## config.mk

```make
export PLATFORM = sky130hd
export DESIGN_NAME = phonetic_word_matcher
export DESIGN_NICKNAME = d
export VERILOG_FILES = /design/src/rtl/phwm_pkg.sv /design/src/rtl/phwm_cfg.sv /design/src/rtl/phwm_scan.sv /design/src/rtl/phonetic_word_matcher.sv
export SDC_FILE = /design/constraint.sdc
export NUM_CORES = 1
export LEC_CHECK = 0
export CAP_MARGIN = 20
export CORE_MARGIN = 3
export CORE_UTILIZATION = 30
export DETAILED_ROUTE_END_ITERATION = 8
export DONT_BUFFER_PORTS = 1
export MAX_ROUTING_LAYER = met4
export SYNTH_ARGS = -nofsm -noshare
export SYNTH_HDL_FRONTEND = slang
export SYNTH_SLANG_ARGS = --single-unit
```

## constraint.sdc

```tcl
create_clock -name i_clk -period 12 [get_ports i_clk]
set_clock_uncertainty 0.05 [all_clocks]
set_input_delay 3 -clock i_clk [delete_from_list [all_inputs] [get_ports i_clk]]
set_output_delay 3 -clock i_clk [all_outputs]
set_load 0.03 [all_outputs]
```

## src/rtl/phwm_pkg.sv

```systemverilog
// Shared types, constants and character compare functions for the phonetic word matcher.
package phwm_pkg;

    // Longest word that can still match, and the byte counter width
    localparam int MAX_WORD    = 16;
    localparam int OFFSET_BITS = 32;

    // Character slots carried by the target and result fields
    localparam int NUM_SLOTS = 16;
    localparam int SLOT_W    = $clog2(NUM_SLOTS);
    // Word length counter saturates one past the longest word
    localparam int POS_W     = $clog2(NUM_SLOTS + 2);
    localparam int STORE_W   = (MAX_WORD > 1) ? $clog2(MAX_WORD) : 1;

    localparam int TLEN_W    = 5;
    localparam int CHARS_W   = 64;
    localparam int OFS_OUT_W = 32;

    // Configuration port
    localparam int APB_ADDR_W = 5;
    localparam int APB_DATA_W = 64;

    // Register indexes, one register per 8-byte slot
    localparam logic [1:0] REG_TARGET_LO  = 2'd0;
    localparam logic [1:0] REG_TARGET_HI  = 2'd1;
    localparam logic [1:0] REG_TARGET_LEN = 2'd2;

    // Sound class codes
    localparam logic [3:0] CLS_NONE = 4'd0;
    localparam logic [3:0] CLS_VW   = 4'd1;
    localparam logic [3:0] CLS_BFP  = 4'd2;
    localparam logic [3:0] CLS_GJ   = 4'd3;
    localparam logic [3:0] CLS_CKQ  = 4'd4;
    localparam logic [3:0] CLS_SZ   = 4'd5;
    localparam logic [3:0] CLS_DT   = 4'd6;
    localparam logic [3:0] CLS_OU   = 4'd7;
    localparam logic [3:0] CLS_IY   = 4'd8;

    typedef struct packed {
        logic [CHARS_W-1:0] target_lo;
        logic [CHARS_W-1:0] target_hi;
        logic [TLEN_W-1:0]  target_len;
    } t_cfg;

    typedef struct packed {
        logic                 found;
        logic [OFS_OUT_W-1:0] offset;
        logic [CHARS_W-1:0]   bytes_lo;
        logic [CHARS_W-1:0]   bytes_hi;
    } t_result;

    // Space, tab, newline, vertical tab, form feed, carriage return
    function automatic logic is_space(input logic [7:0] c);
        return (c == 8'd32) || ((c >= 8'd9) && (c <= 8'd13));
    endfunction

    // Fold upper-case letters to lower case
    function automatic logic [7:0] fold_case(input logic [7:0] c);
        return ((c >= 8'd65) && (c <= 8'd90)) ? c + 8'd32 : c;
    endfunction

    function automatic logic [3:0] sound_class(input logic [7:0] c);
        logic [3:0] cls;
        unique case (c)
            "v", "w":      cls = CLS_VW;
            "b", "f", "p": cls = CLS_BFP;
            "g", "j":      cls = CLS_GJ;
            "c", "k", "q": cls = CLS_CKQ;
            "s", "z":      cls = CLS_SZ;
            "d", "t":      cls = CLS_DT;
            "o", "u":      cls = CLS_OU;
            "i", "y":      cls = CLS_IY;
            default:       cls = CLS_NONE;
        endcase
        return cls;
    endfunction

    // Equal ignoring case, or both letters of one sound class
    function automatic logic chars_match(input logic [7:0] a, input logic [7:0] b);
        logic [7:0] fa;
        logic [7:0] fb;
        logic [3:0] ca;
        fa = fold_case(a);
        fb = fold_case(b);
        ca = sound_class(fa);
        return (fa == fb) || ((ca != CLS_NONE) && (ca == sound_class(fb)));
    endfunction

endpackage

```

## src/rtl/phwm_cfg.sv

```systemverilog
// Configuration register file with APB-style access for the target word.
module phwm_cfg (
    input  logic                             i_clk,
    input  logic                             i_rst_n,
    input  logic                             psel,
    input  logic                             penable,
    input  logic                             pwrite,
    input  logic [phwm_pkg::APB_ADDR_W-1:0]  paddr,
    input  logic [phwm_pkg::APB_DATA_W-1:0]  pwdata,
    output logic [phwm_pkg::APB_DATA_W-1:0]  prdata,
    output logic                             pready,
    output phwm_pkg::t_cfg                   o_cfg
);
    import phwm_pkg::*;

    logic [CHARS_W-1:0] r_target_lo;
    logic [CHARS_W-1:0] r_target_hi;
    logic [TLEN_W-1:0]  r_target_len;
    logic [1:0]         reg_idx;
    logic               wr_en;

    // Registers sit on 8-byte boundaries
    assign reg_idx = paddr[APB_ADDR_W-1:3];
    assign wr_en   = psel && penable && pwrite;
    assign pready  = 1'b1;

    // Write on the access cycle
    always_ff @(posedge i_clk) begin
        if (!i_rst_n) begin
            r_target_lo  <= '0;
            r_target_hi  <= '0;
            r_target_len <= '0;
        end else if (wr_en) begin
            unique case (reg_idx)
                REG_TARGET_LO:  r_target_lo  <= pwdata[CHARS_W-1:0];
                REG_TARGET_HI:  r_target_hi  <= pwdata[CHARS_W-1:0];
                REG_TARGET_LEN: r_target_len <= pwdata[TLEN_W-1:0];
                default: begin
                end
            endcase
        end
    end

    // Read back
    always_comb begin
        unique case (reg_idx)
            REG_TARGET_LO:  prdata = APB_DATA_W'(r_target_lo);
            REG_TARGET_HI:  prdata = APB_DATA_W'(r_target_hi);
            REG_TARGET_LEN: prdata = APB_DATA_W'(r_target_len);
            default:        prdata = '0;
        endcase
    end

    assign o_cfg.target_lo  = r_target_lo;
    assign o_cfg.target_hi  = r_target_hi;
    assign o_cfg.target_len = r_target_len;

endmodule

```

## src/rtl/phwm_scan.sv

```systemverilog
// Input register and one-pass word tracking, compare and result build for each text byte.
module phwm_scan (
    input  logic              i_clk,
    input  logic              i_rst_n,
    input  logic              i_in_valid,
    output logic              o_in_ready,
    input  logic [7:0]        i_text_byte,
    input  logic              i_end_of_text,
    input  phwm_pkg::t_cfg    i_cfg,
    input  logic              i_res_take,
    output logic              o_res_valid,
    output phwm_pkg::t_result o_res
);
    import phwm_pkg::*;

    // Input stage
    logic                   r_s1_valid;
    logic [7:0]             r_s1_byte;
    logic                   r_s1_last;

    // Text state
    logic                   r_inside;
    logic [POS_W-1:0]       r_pos;
    logic                   r_mismatch;
    logic [OFFSET_BITS-1:0] r_count;
    logic [OFFSET_BITS-1:0] r_start;
    logic                   r_reported;
    logic [7:0]             r_store [MAX_WORD];

    logic                   live;
    logic                   s1_space;
    logic                   starting;
    logic [POS_W-1:0]       base_pos;
    logic [POS_W-1:0]       pos_after;
    logic [POS_W-1:0]       tlen;
    logic [OFFSET_BITS-1:0] base_start;
    logic                   mismatch_after;
    logic                   write_ok;
    logic [7:0]             tgt_char;
    logic [2*CHARS_W-1:0]   tgt_all;
    logic                   ends_word;
    logic                   hit;
    logic                   has_res;
    logic                   advance;
    logic [7:0]             res_byte [NUM_SLOTS];

    // Work out the byte against the word state
    always_comb begin
        live       = !r_reported;
        s1_space   = is_space(r_s1_byte);
        starting   = !s1_space && !r_inside;
        base_pos   = starting ? '0 : r_pos;
        base_start = starting ? r_count : r_start;
        tlen       = POS_W'(i_cfg.target_len);
        tgt_all    = {i_cfg.target_hi, i_cfg.target_lo};
        tgt_char   = tgt_all[{base_pos[SLOT_W-1:0], 3'b000} +: 8];
        write_ok   = !s1_space && (base_pos < POS_W'(MAX_WORD));

        mismatch_after = (starting ? 1'b0 : r_mismatch) ||
                         (write_ok && (base_pos < tlen) && !chars_match(tgt_char, r_s1_byte));

        pos_after = (!s1_space && (base_pos <= POS_W'(MAX_WORD))) ?
                    base_pos + POS_W'(1) : base_pos;

        ends_word = s1_space ? r_inside : r_s1_last;
        hit       = live && ends_word && !mismatch_after && (pos_after == tlen) &&
                    (tlen != '0) && (tlen <= POS_W'(MAX_WORD));
        has_res   = hit || (r_s1_last && !r_reported);
        advance   = r_s1_valid && (!has_res || i_res_take);
    end

    assign o_in_ready  = !r_s1_valid || advance;
    assign o_res_valid = advance && has_res;

    // Gather the word bytes, current byte included, zero past the word end
    for (genvar g = 0; g < NUM_SLOTS; g++) begin : g_slot
        if (g < MAX_WORD) begin : g_stored
            always_comb begin
                if (!hit || (POS_W'(g) >= pos_after)) begin
                    res_byte[g] = 8'd0;
                end else if (write_ok && (base_pos == POS_W'(g))) begin
                    res_byte[g] = r_s1_byte;
                end else begin
                    res_byte[g] = r_store[g];
                end
            end
        end else begin : g_unused
            assign res_byte[g] = 8'd0;
        end
    end

    always_comb begin
        o_res.found  = hit;
        o_res.offset = hit ? OFS_OUT_W'(base_start) : '0;
        for (int i = 0; i < NUM_SLOTS / 2; i++) begin
            o_res.bytes_lo[i*8 +: 8] = res_byte[i];
            o_res.bytes_hi[i*8 +: 8] = res_byte[i + NUM_SLOTS / 2];
        end
    end

    // Hold the input beat until it is processed
    always_ff @(posedge i_clk) begin
        if (!i_rst_n) begin
            r_s1_valid <= 1'b0;
        end else if (o_in_ready) begin
            r_s1_valid <= i_in_valid;
        end
    end

    always_ff @(posedge i_clk) begin
        if (i_in_valid && o_in_ready) begin
            r_s1_byte <= i_text_byte;
            r_s1_last <= i_end_of_text;
        end
    end

    // Advance the text state; end of text starts a fresh text
    always_ff @(posedge i_clk) begin
        if (!i_rst_n) begin
            r_inside   <= 1'b0;
            r_pos      <= '0;
            r_mismatch <= 1'b0;
            r_count    <= '0;
            r_start    <= '0;
            r_reported <= 1'b0;
        end else if (advance) begin
            if (r_s1_last) begin
                r_inside   <= 1'b0;
                r_pos      <= '0;
                r_mismatch <= 1'b0;
                r_count    <= '0;
                r_start    <= '0;
                r_reported <= 1'b0;
            end else if (live) begin
                r_inside   <= !s1_space;
                r_pos      <= pos_after;
                r_mismatch <= mismatch_after;
                r_count    <= r_count + OFFSET_BITS'(1);
                r_start    <= base_start;
                r_reported <= hit;
            end
        end
    end

    // Store word characters
    always_ff @(posedge i_clk) begin
        if (advance && live && write_ok) begin
            r_store[base_pos[STORE_W-1:0]] <= r_s1_byte;
        end
    end

`ifndef SYNTH
    a_res_needs_room: assert property (@(posedge i_clk) disable iff (!i_rst_n)
        o_res_valid |-> i_res_take)
        else $error("result produced while the output stage is full");

    a_last_clears: assert property (@(posedge i_clk) disable iff (!i_rst_n)
        (advance && r_s1_last) |=> (!r_reported && (r_count == '0) && !r_inside))
        else $error("text state not cleared after end of text");

    a_pos_bound: assert property (@(posedge i_clk) disable iff (!i_rst_n)
        r_pos <= POS_W'(MAX_WORD + 1))
        else $error("word length counter past saturation");
`endif

endmodule

```

## src/rtl/phonetic_word_matcher.sv

```systemverilog
// Top level of the phonetic word matcher: configuration, scan stage and result register.
//
// Usage:
//   Text enters one byte per beat on the input channel (i_in_valid / o_in_ready),
//   with i_end_of_text set on the final byte. Results leave on the output channel
//   (o_out_valid / i_out_ready): one beat with found set for the first word that
//   matches the target, or one beat with found clear and zero payload when the
//   text ends without a match. Bytes after a match give no beat; end of text then
//   starts a new text.
//   The target characters and length must be written through the APB port while the
//   block is idle; the block itself does not enforce this. pready is always high.
//   The byte is captured in the input register when it is accepted, and its
//   result is loaded from there into the result register, which raises
//   o_out_valid, once the result register can take it.
//   Throughput: one byte per cycle unless a byte with a result waits for a stalled
//   receiver; the word state is updated between the input and result registers.
//   Reset clears the configuration, the text state and both valid flags.
//   When the receiver stalls, a waiting result holds; bytes that give no result
//   keep flowing, and a byte that gives a result waits in the input register.
module phonetic_word_matcher (
    input  logic                             i_clk,
    input  logic                             i_rst_n,
    input  logic                             psel,
    input  logic                             penable,
    input  logic                             pwrite,
    input  logic [phwm_pkg::APB_ADDR_W-1:0]  paddr,
    input  logic [phwm_pkg::APB_DATA_W-1:0]  pwdata,
    output logic [phwm_pkg::APB_DATA_W-1:0]  prdata,
    output logic                             pready,
    input  logic                             i_in_valid,
    output logic                             o_in_ready,
    input  logic [7:0]                       i_text_byte,
    input  logic                             i_end_of_text,
    output logic                             o_out_valid,
    input  logic                             i_out_ready,
    output logic                             o_found,
    output logic [phwm_pkg::OFS_OUT_W-1:0]   o_match_offset,
    output logic [phwm_pkg::CHARS_W-1:0]     o_word_bytes_low,
    output logic [phwm_pkg::CHARS_W-1:0]     o_word_bytes_high
);
    import phwm_pkg::*;

    t_cfg    cfg;
    t_result res;
    t_result r_out;
    logic    res_valid;
    logic    res_take;
    logic    r_out_valid;

    phwm_cfg u_cfg (
        .i_clk   (i_clk),
        .i_rst_n (i_rst_n),
        .psel    (psel),
        .penable (penable),
        .pwrite  (pwrite),
        .paddr   (paddr),
        .pwdata  (pwdata),
        .prdata  (prdata),
        .pready  (pready),
        .o_cfg   (cfg)
    );

    phwm_scan u_scan (
        .i_clk         (i_clk),
        .i_rst_n       (i_rst_n),
        .i_in_valid    (i_in_valid),
        .o_in_ready    (o_in_ready),
        .i_text_byte   (i_text_byte),
        .i_end_of_text (i_end_of_text),
        .i_cfg         (cfg),
        .i_res_take    (res_take),
        .o_res_valid   (res_valid),
        .o_res         (res)
    );

    // Result register frees up when empty or when its beat is taken
    assign res_take = !r_out_valid || i_out_ready;

    always_ff @(posedge i_clk) begin
        if (!i_rst_n) begin
            r_out_valid <= 1'b0;
        end else if (res_valid) begin
            r_out_valid <= 1'b1;
        end else if (i_out_ready) begin
            r_out_valid <= 1'b0;
        end
    end

    always_ff @(posedge i_clk) begin
        if (res_valid) begin
            r_out <= res;
        end
    end

    assign o_out_valid       = r_out_valid;
    assign o_found           = r_out.found;
    assign o_match_offset    = r_out.offset;
    assign o_word_bytes_low  = r_out.bytes_lo;
    assign o_word_bytes_high = r_out.bytes_hi;

`ifndef SYNTH
    a_not_found_zero: assert property (@(posedge i_clk) disable iff (!i_rst_n)
        (o_out_valid && !o_found) |->
            ((o_match_offset == '0) && (o_word_bytes_low == '0) && (o_word_bytes_high == '0)))
        else $error("not-found beat carries a nonzero payload");

    a_found_needs_len: assert property (@(posedge i_clk) disable iff (!i_rst_n)
        (o_out_valid && o_found) |-> (cfg.target_len != '0))
        else $error("match reported with zero target length");
`endif

endmodule

```

# == Word-level counts from Yosys, hierarchy flattened ==
# Memory sizes are Yosys's and may differ from the RTL's. A register that Yosys moved wholly into a read port is not among the register bits.
# Index checks and enable logic that the tools add are counted.
# word_totals
reg_bits,249
input_bits,85
output_inout_bits,228
ramBits,128
word_cells,194
memories,1
# memory_table
memory,words,word_bits,read_ports,rd_clocked_by_memory_dff,wr,line_no,source
u_scan.r_store,16,8,16,16,1,phwm_scan.sv:28,logic [7:0] r_store [MAX_WORD];
# op_classes
reduce_logical,78
n_mux,26
n_eq_ne,43
shifts,1
order_cmp,26
n_addsub,4
# op_table
op,count
$eq 8x7->1 const B,36
$pmux 64 s3,1
$mux 32,5
$shiftx 128x8->8,1
$pmux 4 s8,2
$ge 4x5->1 const A,8
$add 32x1->32 const B,1
$reduce_or 2->1,12
$logic_or 1x1->1,23
$logic_and 1x1->1,22
$ge 3x5->1 const A,4
$mux 5,4
$add 8x6->8 const B,2
$ge 8x7->1 const B,2
$le 8x7->1 const B,2
$mux 8,2
$mux 1,12
$reduce_or 3->1,4
$ge 1x5->1 const A,2
$ge 2x5->1 const A,2
$le 5x5->1 const B,2
$logic_not 1->1,9
$eq 8x6->1 const B,1
$eq 8x8->1,1
15 further kinds,18

# == Longest topological paths before layout ==
# Gate-level depths: netlist of run 1.
# logic_depth
word_depth,32
depth_mapped,21
depth_no_buf,18

# == Hierarchy ==
# From an unflattened synthesis of run 1, not the netlist that was laid out.
# hier_totals
hier_cells,2270
area_unflattened_um2,23745.3
# by_module_without_submodules
mod,instances,seq_area_each_um2,cells_per_inst,area_each_um2
phwm_scan,1,5575.3,1451,12832.3
phwm_cfg,1,2662.6,654,6029.5
phonetic_word_matcher,1,4854.7,165,4883.4

# == Worst setup path before layout of run 1 ==
# No wires, ideal clock.
# synth_timing
path_kind,register to register
start,reg u_scan.r_s1_byte[3]
end,"reg r_out (netlist bit o_found), enable pin"
t_required_ns,11.214
path_slack_ns,-0.458
path_buffers,2
t_arrival_ns,11.672
path_stages_with_launch,17
period_less_slack_ns,12.458
setup_time_ns,0.736
cell_sequence,edfxtp_1 > buf_2 > or4b_4 > a2111o_1 > and3_1 > clkbuf_1 > ha_1 > a21oi_1 > nor3_1 > mux2i_1 > xnor2_1 > a21oi_1 > o2111a_1 > nand4_1 > nor4_1 > a222oi_1 > a21oi_1
# synth_via
elab_chain_len,29
word_cells_on_any_way,103
cone_classes,add/sub (3); order compare (9); eq/ne (40); shift (1); mux (8); reduce/logical (42)
# synth_rtl
item,line_no,source
"start, declared",phwm_scan.sv:18,logic [7:0] r_s1_byte;
"start signal, assigned",phwm_scan.sv:112,r_s1_byte <= i_text_byte;
$ge 8x4->1 / $le 8x4->1 (equally long branches),phwm_pkg.sv:54,return (c == 8'd32) || ((c >= 8'd9) && (c <= 8'd13));
$logic_and 1x1->1,phwm_pkg.sv:54,
$logic_or 1x1->1,phwm_pkg.sv:54,
$logic_not 1->1,"phwm_scan.sv:51, phwm_scan.sv:57, phwm_scan.sv:62",
$logic_and 1x1->1,phwm_scan.sv:51,starting = !s1_space && !r_inside;
$mux 5,phwm_scan.sv:52,base_pos = starting ? '0 : r_pos;
$shiftx 128x8->8,phwm_scan.sv:56,"tgt_char = tgt_all[{base_pos[SLOT_W-1:0], 3'b000} +: 8];"
$ge 8x7->1 / $le 8x7->1 (equally long branches),phwm_pkg.sv:59,return ((c >= 8'd65) && (c <= 8'd90)) ? c + 8'd32 : c;
[13 not listed],-,
$logic_and 1x1->1 * (2 in series),phwm_scan.sv:66,hit = live && ends_word && !mismatch_after && (pos_after == tlen) &&
$logic_and 1x1->1 *,phwm_scan.sv:67,(tlen != '0) && (tlen <= POS_W'(MAX_WORD));
$logic_or 1x1->1 *,phwm_scan.sv:68,has_res = hit || (r_s1_last && !r_reported);
$logic_not 1->1,phwm_scan.sv:69,advance = r_s1_valid && (!has_res || i_res_take);
$logic_or 1x1->1,phwm_scan.sv:69,
$logic_and 1x1->1,phwm_scan.sv:69,
$logic_and 1x1->1 *,phwm_scan.sv:73,assign o_res_valid = advance && has_res;
via res_valid,phonetic_word_matcher.sv:46,logic res_valid;
"end signal, assigned",phonetic_word_matcher.sv:91,r_out <= res;
"end, declared",phonetic_word_matcher.sv:45,t_result r_out;
# The timed path passes the listed nets; every way through them passes the cells marked *.
# A chain may end at the register's enable or synchronous reset.

# == Worst setup path after layout of run 1 ==
# layout_timing
start,reg u_scan.r_s1_byte[2]
end,out o_in_ready
# layout_via
elab_chain_len,29
word_cells_on_any_way,103
cone_classes,add/sub (3); order compare (9); eq/ne (40); shift (1); mux (8); reduce/logical (42)
# layout_rtl
item,line_no,source
$ge 8x4->1 / $le 8x4->1 (equally long branches),phwm_pkg.sv:54,
$logic_and 1x1->1,phwm_pkg.sv:54,
$logic_or 1x1->1,phwm_pkg.sv:54,
$logic_not 1->1,"phwm_scan.sv:51, phwm_scan.sv:57, phwm_scan.sv:62",
$logic_and 1x1->1,phwm_scan.sv:51,
$mux 5,phwm_scan.sv:52,
$shiftx 128x8->8,phwm_scan.sv:56,
$ge 8x7->1 / $le 8x7->1 (equally long branches),phwm_pkg.sv:59,
[12 not listed],-,
$logic_and 1x1->1,phwm_scan.sv:66,
$logic_and 1x1->1 * (2 in series),phwm_scan.sv:66,
$logic_and 1x1->1 *,phwm_scan.sv:67,
$logic_or 1x1->1 *,phwm_scan.sv:68,
$logic_not 1->1 *,phwm_scan.sv:69,
$logic_or 1x1->1 *,phwm_scan.sv:69,
$logic_and 1x1->1 *,phwm_scan.sv:69,
$logic_or 1x1->1 *,phwm_scan.sv:72,assign o_in_ready = !r_s1_valid || advance;
"end, declared",phonetic_word_matcher.sv:31,"output logic o_in_ready,"
# Mark *: on every way between the ends. The rest lies on a longest branch, timed or not.

==> results of run 1 <==
-- cell type report --
| cell class | count | area, sq um |
|---|---|---|
| tap | 1030 | 1290 |
| clock buffer | 78 | 1510 |
| fill | 7613 | 50300 |
| sequential | 505 | 13100 |
| multi-input combinational | 1521 | 9710 |
| timing repair buffer | 46 | 393 |
| clock inverter | 21 | 184 |
| inverter | 46 | 173 |
-- flip-flops by register name (all words and copies together) (netlist names), 5 cells and up --
name and cells:
o_match_offset 32, o_word_bytes_high 64, o_word_bytes_low 64, u_cfg.r_target_hi 64, u_cfg.r_target_len 5, u_cfg.r_target_lo 64, u_scan.r_count 32, u_scan.r_pos 5
u_scan.r_s1_byte 8, u_scan.r_start 32, u_scan.r_store 128
-- final timing paths --
kind	from	endpoint	cells past startpoint	slack, ps
setup reg to reg	u_scan.r_s1_byte[2]	o_word_bytes_high[50]	19	4680
hold reg to reg	u_cfg.r_target_hi[34]	u_cfg.r_target_hi[34]	2	430
setup / recovery	u_scan.r_s1_byte[2]	o_in_ready	19	2460
hold / removal	u_cfg.r_target_hi[34]	u_cfg.r_target_hi[34]	2	430
-- kinds of logic (layout without fill, tap and decap cells) --
group / after synthesis / count (layout)
xor gates and xnor gates: 14 / 14
DFF: 505 / 505
other: 1 / 1
and+or+nand+nor: 815 / 815
adders and majority gates: 13 / 13
AOI/OAI and AO/OA: 435 / 435
buffers and inverters: 211 / 191
muxes: 243 / 243
-- synthesized netlist by cell type, drive strengths merged, types with 10 or more instances --
cell type and count:
buf 28, inv 44, nor3 19, a21boi 129, and3 10, clkbuf 137
a211oi 10, a21o 10, mux2i 219, ha 11, a21oi 84, nand3 29
o21ai 43, or4 22, nor2 228, xnor2 13, a22oi 39, mux2 10
or3 18, mux4 14, nand4 14, edfxtp 298, nor2b 48, nand2 390
dfxtp 207, o31ai 27
-- per-layer routing --
metal  up-vias  part of all wire  GRT usage  routed length, um
met4         0             0.027     0.0487               1980
met5         -                 0          -                  0
li1       7911                 -          -                  -
met3       103             0.082     0.0489               6010
met2       621              0.46      0.281              33900
met1      8379              0.43      0.226              31300
-- metrics by stage --
stage / utilization / setup WS [ps] / instances
2_1_floorplan: - / 3180 / 2237
3_3_place_gp: 0.321 / 3240 / 3145
3_5_place_dp: 0.321 / 3190 / 3147
4_1_cts: 0.343 / 2480 / 3246
5_1_grt: 0.344 / 2080 / 3247
6_report: 0.344 / 2460 / 3247
-- worst max-delay path, cell delays in order, from the launching register on --
cell and delay (ps):
edfxtp_1 360, buf_4 300, or4b_4 630, a211o_1 480
a31oi_4 400, inv_2 150, ha_1 300, a21oi_1 160
nor3_1 110, mux2i_1 810, xnor2_1 140, a21oi_1 160
o2111a_1 230, nand4_1 260, nor4_1 410, a222oi_1 120
buf_4 200, a21o_1 230, nor2_1 180, inv_1 190
-- report_power, final --
group / internal, mW / leakage (nW) / total, mW / switching, mW
Sequential: 1.86 / 4.35 / 1.91 / 0.0512
Clock: 0.920 / 0.813 / 1.60 / 0.684
Combinational: 0.0421 / 2.94 / 0.134 / 0.0922
Total: 2.82 / 8.11 / 3.65 / 0.828
==> impl_metrics.ini, run 1 <==
[run_status]
outcome = completed

[global_routing]
grt_util_all_layers = 0.179
grt_pass1_vias = 16413
grt_first_pass_wirelength_mm = 108
antenna_found_initial = 0
grt_max_degree = 182
overflow = 0

[final_layout]
drive_gt1_frac = 0.0794
final_nets = 2272
area_growth_pct = 12.2
design_area_sq_um = 26400
final_common_cell = nand2_1
n_antenna_cell = 0
final_cell_mix = nand2_1, edfxtp_1, nor2_1

[pwr]
vdd_drop_max_uv = 103
p_leak_nw = 8.11
power.density_nw_per_um2 = 138
finalPower_mw = 3.65

[sta]
hold_violations = 0
min_period_ps = 9540
fin_crit_sh = 0.795
setup_tns_ps = 0
slew_headroom = 0.288
drv_slew = 0
final-setup-viol-count = 0
fmax_mhz = 105
rsz0062_at_grt = false
worst_pin_slew_ps = 1060
whs_ps = 426

[drt]
viasPerCell = 5.24
drcViolationCount = 0
first_pass_iters = 5
routedWlPerCell_um = 22.5
drt_first_iter_violations = 1554
ant_nets = 0
drt_wl_total_mm = 73.1
dr_total_vias = 17014

[synth]
ys_ff_latch = 505
ys_warn_count = 0
synthXorXnorAreaFrac = 0.00522
syn_area_per_cell_sq_um = 10.5
synthArstFlopShare = 0
synthAdderAreaFrac = 0.00671
postSynthCellCount = 2237
ys_top_cells_by_area = edfxtp_1, dfxtp_1, mux2i_1
synth_compound_area_frac = 0.132
synth_cell_types = 83
synth_top_family_by_area = simple AND/OR/NAND/NOR gates
synth_ff_type = edfxtp_1
syn_area_sq_um = 23500
synth_seq_area_share = 0.557
syn_nets = 2333
netlist.area_leader.share = 0.381
synthMuxAreaShare = 0.111
synth_area_leader_cell = edfxtp_1
synthSimpleGateAreaFrac = 0.152
synth-edff-count = 298

[clock_tree]
clk_pin_slew_worst_paths_ps = 60
ctsHoldBuffers = 0
cts_max_level = 2
numCtsBuffers = 56
cts_sinks = 505
clk-insertion-delay-late_ps = 610
cts_root_buf = clkbuf_16
cts_post_setup_buffers_inserted = 0
cts_resized = 0
cts_tree = yes
ctsLongestPathBuffers = 3

[worst_setup_path]
cp.arrival_ps = 6490
critPathMaxFanout = 46
crit_path_start_kind = register
end_kind = primary output
critical_path_class = reg -> out
cp.required_ps = 8950

[floorplanning]
initial_utilization = 0.306
fp.dieH_um = 286
dieArea_sq_um = 81700
rows = 101
die_w_um = 286
core_sq_um = 76700
io_pins = 313

[job]
drv_cap = 0

[place]
place_hpwl_mm = 50.6
place_congestion = 0.872
dpl_cell_area_sq_um = 24600
io_buffers = 0

[worst_hold_path]
hold_class = reg -> reg
Note: power is estimated with default switching activity, not from simulation.
==> run 2: changes to the inputs <==
clock period = 8.6 ns   (was 12 ns; I/O delays follow)
==> run 2 against run 1 <==
  * Routed wire length decreased by 0.44%
  * Global-route usage decreased by 0.14 points
  * Sequential share of layout area decreased by 0.19 points
  * Via count increased by 0.26%
  * Register-to-register slack got worse by 2500 ps
  * First-iteration DRC count increased by 3.9%
  * Cell area increased by 0.39%
  * Highest routed layer unchanged
  * Core utilization increased by 0.14 points
  * Power increased by 41%
  * Critical path depth decreased by 2
  * Final cell count increased by 0.28%
  * Die area unchanged
  * Largest power group unchanged
==> impl_metrics.ini, run 2 (synthesis gave the netlist of run 1 again) <==
[worst_setup_path]
critPathMaxFanout = 42
critical_path_class = reg -> out
end_kind = primary output
cp.arrival_ps = 6020
crit_family = compound AO/OA/AOI/OAI gates
cp.required_ps = 6400
crit_path_start_kind = register
crit_slowest_cell = edfxtp_1
cpMostUsedCell = inv_1
critPathMaxStageDelay_ps = 600
crit_chain = or4b_4 > a211o_1 > nand3_1 > buf_4 > a221oi_1 > o2bb2ai_1 > or2_2 > ha_1 > inv_1 > or3_1 > a211oi_1 > o21ai_0 > and3_1 > a222oi_1 > a21o_1 > nor2_1 > inv_1
path_buf_inv = 3

[pwr]
vdd_drop_max_uv = 144
p_leak_nw = 8.16
power.density_nw_per_um2 = 194

[floorplanning]
io_pins = 313
initial_utilization = 0.306
die_w_um = 286
rows = 101
dieArea_sq_um = 81700
fp.dieH_um = 286
core_sq_um = 76700

[clock_tree]
numCtsBuffers = 56
clk-insertion-delay-late_ps = 610
clk_pin_slew_worst_paths_ps = 60
cts_post_setup_buffers_inserted = 0
ctsHoldBuffers = 0
cts_sinks = 505
cts_root_buf = clkbuf_16
cts_max_level = 2
cts_tree = yes
ctsLongestPathBuffers = 3
cts_resized = 0

[drt]
drcViolationCount = 0
dr_total_vias = 17058
viasPerCell = 5.24
first_pass_iters = 5
ant_nets = 0
drt_wl_total_mm = 72.8
routedWlPerCell_um = 22.4
drt_first_iter_violations = 1615

[sta]
slew_headroom = 0.209
hold_violations = 0
setup_ws_ps = 383
fin_crit_sh = 0.956
setup_tns_ps = 0
min_period_ps = 8220
worst_pin_slew_ps = 1190
fmax_mhz = 122
drv_slew = 0
final-setup-viol-count = 0
rsz0062_at_grt = false

[global_routing]
antenna_found_initial = 11
grt_util_all_layers = 0.177
grt_pass1_vias = 16338
grt_first_pass_wirelength_mm = 107
overflow = 0
grt_max_degree = 182

[place]
io_buffers = 0
placed_cells = 3146
place_hpwl_mm = 50.4
dpl_cell_area_sq_um = 24700
dp_slack_ps = 1070
place_congestion = 0.898

[final_layout]
largest_reg_flops = 128
final_nets = 2271
final_cell_mix = nand2_1, edfxtp_1, nor2_1
multiInputGateArea_sq_um = 9720
drive_gt1_frac = 0.0824
fillCellCount = 7652
area_growth_pct = 12.6
design_area_sq_um = 26500
utilization = 0.345
seq_area_sq_um = 13100
final_common_cell = nand2_1
stdcell_count = 3256

[run_status]
outcome = completed

[job]
drv_cap = 0

[worst_hold_path]
hold_class = reg -> reg
-- run 2: routing by layer --
metal | GRT usage | vias to the layer above | share of wire
li1 | - | 7921 | -
met1 | 0.223 | 8390 | 0.42
met2 | 0.286 | 634 | 0.47
met3 | 0.0425 | 113 | 0.077
met4 | 0.0473 | 0 | 0.027
met5 | - | - | 0
-- run 2: worst register-to-register path, cell delays in order (launching register included) --
cell	delay, ps
edfxtp_1	600
or4b_4	590
a211o_1	500
nand3_1	210
buf_4	490
a221oi_1	200
o2bb2ai_1	310
or2_2	230
ha_1	150
inv_1	50
or3_1	380
a211oi_1	270
o21ai_0	130
and3_1	200
a222oi_1	530
buf_4	280
a21oi_4	190
buf_16	230
nor3_4	510
mux2i_1	260
-- run 2: report_power, final --
part / total, mW / switching (mW) / internal [mW]
logic: 0.183 / 0.126 / 0.0575
clock network: 2.29 / 0.968 / 1.32
registers: 2.67 / 0.0731 / 2.59
-- run 2: cell type report --
cell class,instances,share of cell area
multi-input cells,1521,0.367
inverters,46,0.00652
well taps,1030,0.0487
flip-flops and latches,505,0.495
diodes,5,0.000473
clock buffers,80,0.0587
clock inverters,24,0.00846
repair buffers,45,0.0152
-- run 2: path summary, 6_finish.rpt --
path / startpoint / endpoint / slack (ps) / cells after the start
worst max-delay path: u_scan.r_s1_byte[0] / o_in_ready / 380 / 17
worst min-delay path: u_cfg.r_target_hi[25] / u_cfg.r_target_hi[25] / 430 / 2
worst max register to register: u_scan.r_s1_byte[0] / u_scan.r_pos[0] / 2170 / 19
worst min register to register: u_cfg.r_target_hi[25] / u_cfg.r_target_hi[25] / 430 / 2
-- run 2: stage by stage --
step / power [mW] / hold slack [ps]
final: 5.14 / 427
after global routing: 5.32 / 459
after CTS: 5.20 / 426
after detailed placement: 2.90 / 418
after global placement: 2.90 / 410
after floorplan: 2.85 / 401
==> run 3: changes to the inputs <==
PLACE_DENSITY_LB_ADDON = 0.3   (was unset)
==> run 3 against run 2 <==
  * Worst setup slack improved by 130 ps
  * Combinational power barely moved
  * Routed wire length rose by 2.2%
  * Clock-buffer cell count fell by 10
  * Core utilization did not move
  * Cell area did not move
  * Non-clock buffer count rose by 7
  * Sequential share of layout area did not move
  * Sequential cell count did not move
  * Via count fell by 0.40%
  * Critical path type unchanged
  * Highest routed layer unchanged
==> impl_metrics.ini, run 3 (synthesis gave the netlist of run 1 again) <==
[run_status]
outcome = completed

[clock_tree]
cts_post_setup_buffers_inserted = 0
clk_pin_slew_worst_paths_ps = 60
ctsLongestPathBuffers = 3
clk-insertion-delay-late_ps = 620
cts_max_level = 2
cts_root_buf = clkbuf_16
cts_sinks = 505
cts_tree = yes
ctsHoldBuffers = 0
cts_resized = 0
numCtsBuffers = 56

[pwr]
p_leak_nw = 8.17
p_sw_frac = 0.229
finalPower_mw = 5.18
pwr-share-seq = 0.514
vdd_drop_max_uv = 117
power.net_switching_mw = 1.19
power.density_nw_per_um2 = 196
power_frac_comb = 0.036
internal_power_mw = 3.99
clkPwrFrac = 0.450

[sta]
worst_pin_slew_ps = 1060
hold_violations = 0
slew_headroom = 0.294
whs_ps = 431
fmax_mhz = 124
drv_slew = 0
setup_tns_ps = 0
rsz0062_at_grt = false
final-setup-viol-count = 0
min_period_ps = 8090
fin_crit_sh = 0.941

[worst_setup_path]
cp.required_ps = 6400
r2r_slack_ps = 2570
critPathMaxFanout = 43
end_kind = primary output
r2r_cells = 18
critical_path.endpoint = o_in_ready
cp.arrival_ps = 5890
crit_path_start_kind = register
timing.rr.start = u_scan.r_s1_byte[5]
critical_path_class = reg -> out
crit_start = u_scan.r_s1_byte[1]
r2r-end = u_scan.r_s1_last

[drt]
dr_total_vias = 16990
routedWlPerCell_um = 22.8
first_pass_iters = 7
viasPerCell = 5.22
drt_wl_total_mm = 74.4
drt_first_iter_violations = 1413
ant_nets = 0
drcViolationCount = 0

[place]
place_hpwl_mm = 51.4
place_congestion = 0.908
io_buffers = 0

[global_routing]
grt_pass1_vias = 16299
grt_max_degree = 182
met3_usage = 0.0449
top_usage_layer = met2
grt_util_all_layers = 0.181
antenna_found_initial = 9
met2_usage = 0.298
grt_util_met1 = 0.226
grt_first_pass_wirelength_mm = 109
overflow = 0

[floorplanning]
die_w_um = 286
initial_utilization = 0.306
io_pins = 313
fp.dieH_um = 286
core_sq_um = 76700
rows = 101
dieArea_sq_um = 81700

[final_layout]
final_nets = 2278
final_common_cell = nand2_1
final_cell_mix = nand2_1, edfxtp_1, nor2_1
drive_gt1_frac = 0.0841
largest_reg_flops = 128
area_growth_pct = 12.6

[job]
drv_cap = 0

[worst_hold_path]
hold_class = reg -> reg
[run 3: cell count changes in the layout (fill, tap and decap cells not counted), moves of 2 or more]
cell       previous run  this run
diode_2               5         3
clkinv_2             10         8
buf_12                3         1
clkbuf_8              4         1
clkinv_1              5        10
clkbuf_1             19        12
buf_4                39        49
bufinv_16             2         4
[run 3: worst min-delay path by stage]
stage / startpoint / slack (ps) / endpoint / cells past startpoint
floorplan: u_cfg.r_target_lo[17] / 400 / u_cfg.r_target_lo[17] / 2
global placement: u_cfg.r_target_hi[41] / 410 / u_cfg.r_target_hi[41] / 2
detailed placement: u_cfg.r_target_lo[40] / 420 / u_cfg.r_target_lo[40] / 2
CTS: u_cfg.r_target_lo[40] / 430 / u_cfg.r_target_lo[40] / 2
global route: u_cfg.r_target_hi[58] / 450 / u_cfg.r_target_hi[58] / 2
finish: u_cfg.r_target_hi[43] / 430 / u_cfg.r_target_hi[43] / 2
[run 3: metrics by stage]
stage | cells | setup slack [ps] | util | cell area (sq um)
5_1_grt | 3257 | 119 | 0.345 | 26500
6_report | 3257 | 510 | 0.345 | 26500
4_1_cts | 3253 | 530 | 0.345 | 26400
2_1_floorplan | 2237 | 1520 | - | 23500
3_3_place_gp | 3151 | 1240 | 0.321 | 24600
3_5_place_dp | 3153 | 1220 | 0.322 | 24700
[run 3: per-layer routing]
metal	share of wire	wire length, um
met2	0.48	35700
met1	0.42	31200
met5	0	0
met3	0.080	5920
met4	0.021	1570
[run 3: power groups by stage]
stage               logic, mW  registers [mW]  clock network, mW
floorplan               0.147            2.71                  0
global placement        0.184            2.72                  0
detailed placement      0.187            2.72                  0
CTS                     0.188            2.66               2.40
global route            0.202            2.67               2.50
finish                  0.186            2.66               2.33
[run 3: worst max-delay path, stage by stage, from the launching register on]
cell and delay, ps:
edfxtp_1 330, buf_4 500, a211o_1 540, a31oi_4 220, inv_2 210, ha_1 250, a21oi_1 80, nor3_1 340
nand2_1 120, xnor2_1 720, o2111a_1 290, nand4_1 240, nor4_1 370, a222oi_1 110, buf_4 200, a21o_1 200
nor2_1 280, inv_1 240
[run 3: layout make-up]
class | count | area, sq um
fillers | 7624 | 50200
flip-flops and latches | 505 | 13100
multi-input cells | 1521 | 9710
clock buffers | 70 | 1490
well taps | 1030 | 1290
repair buffers | 52 | 407
clock inverters | 30 | 300
inverters | 46 | 173
diodes | 3 | 7.51
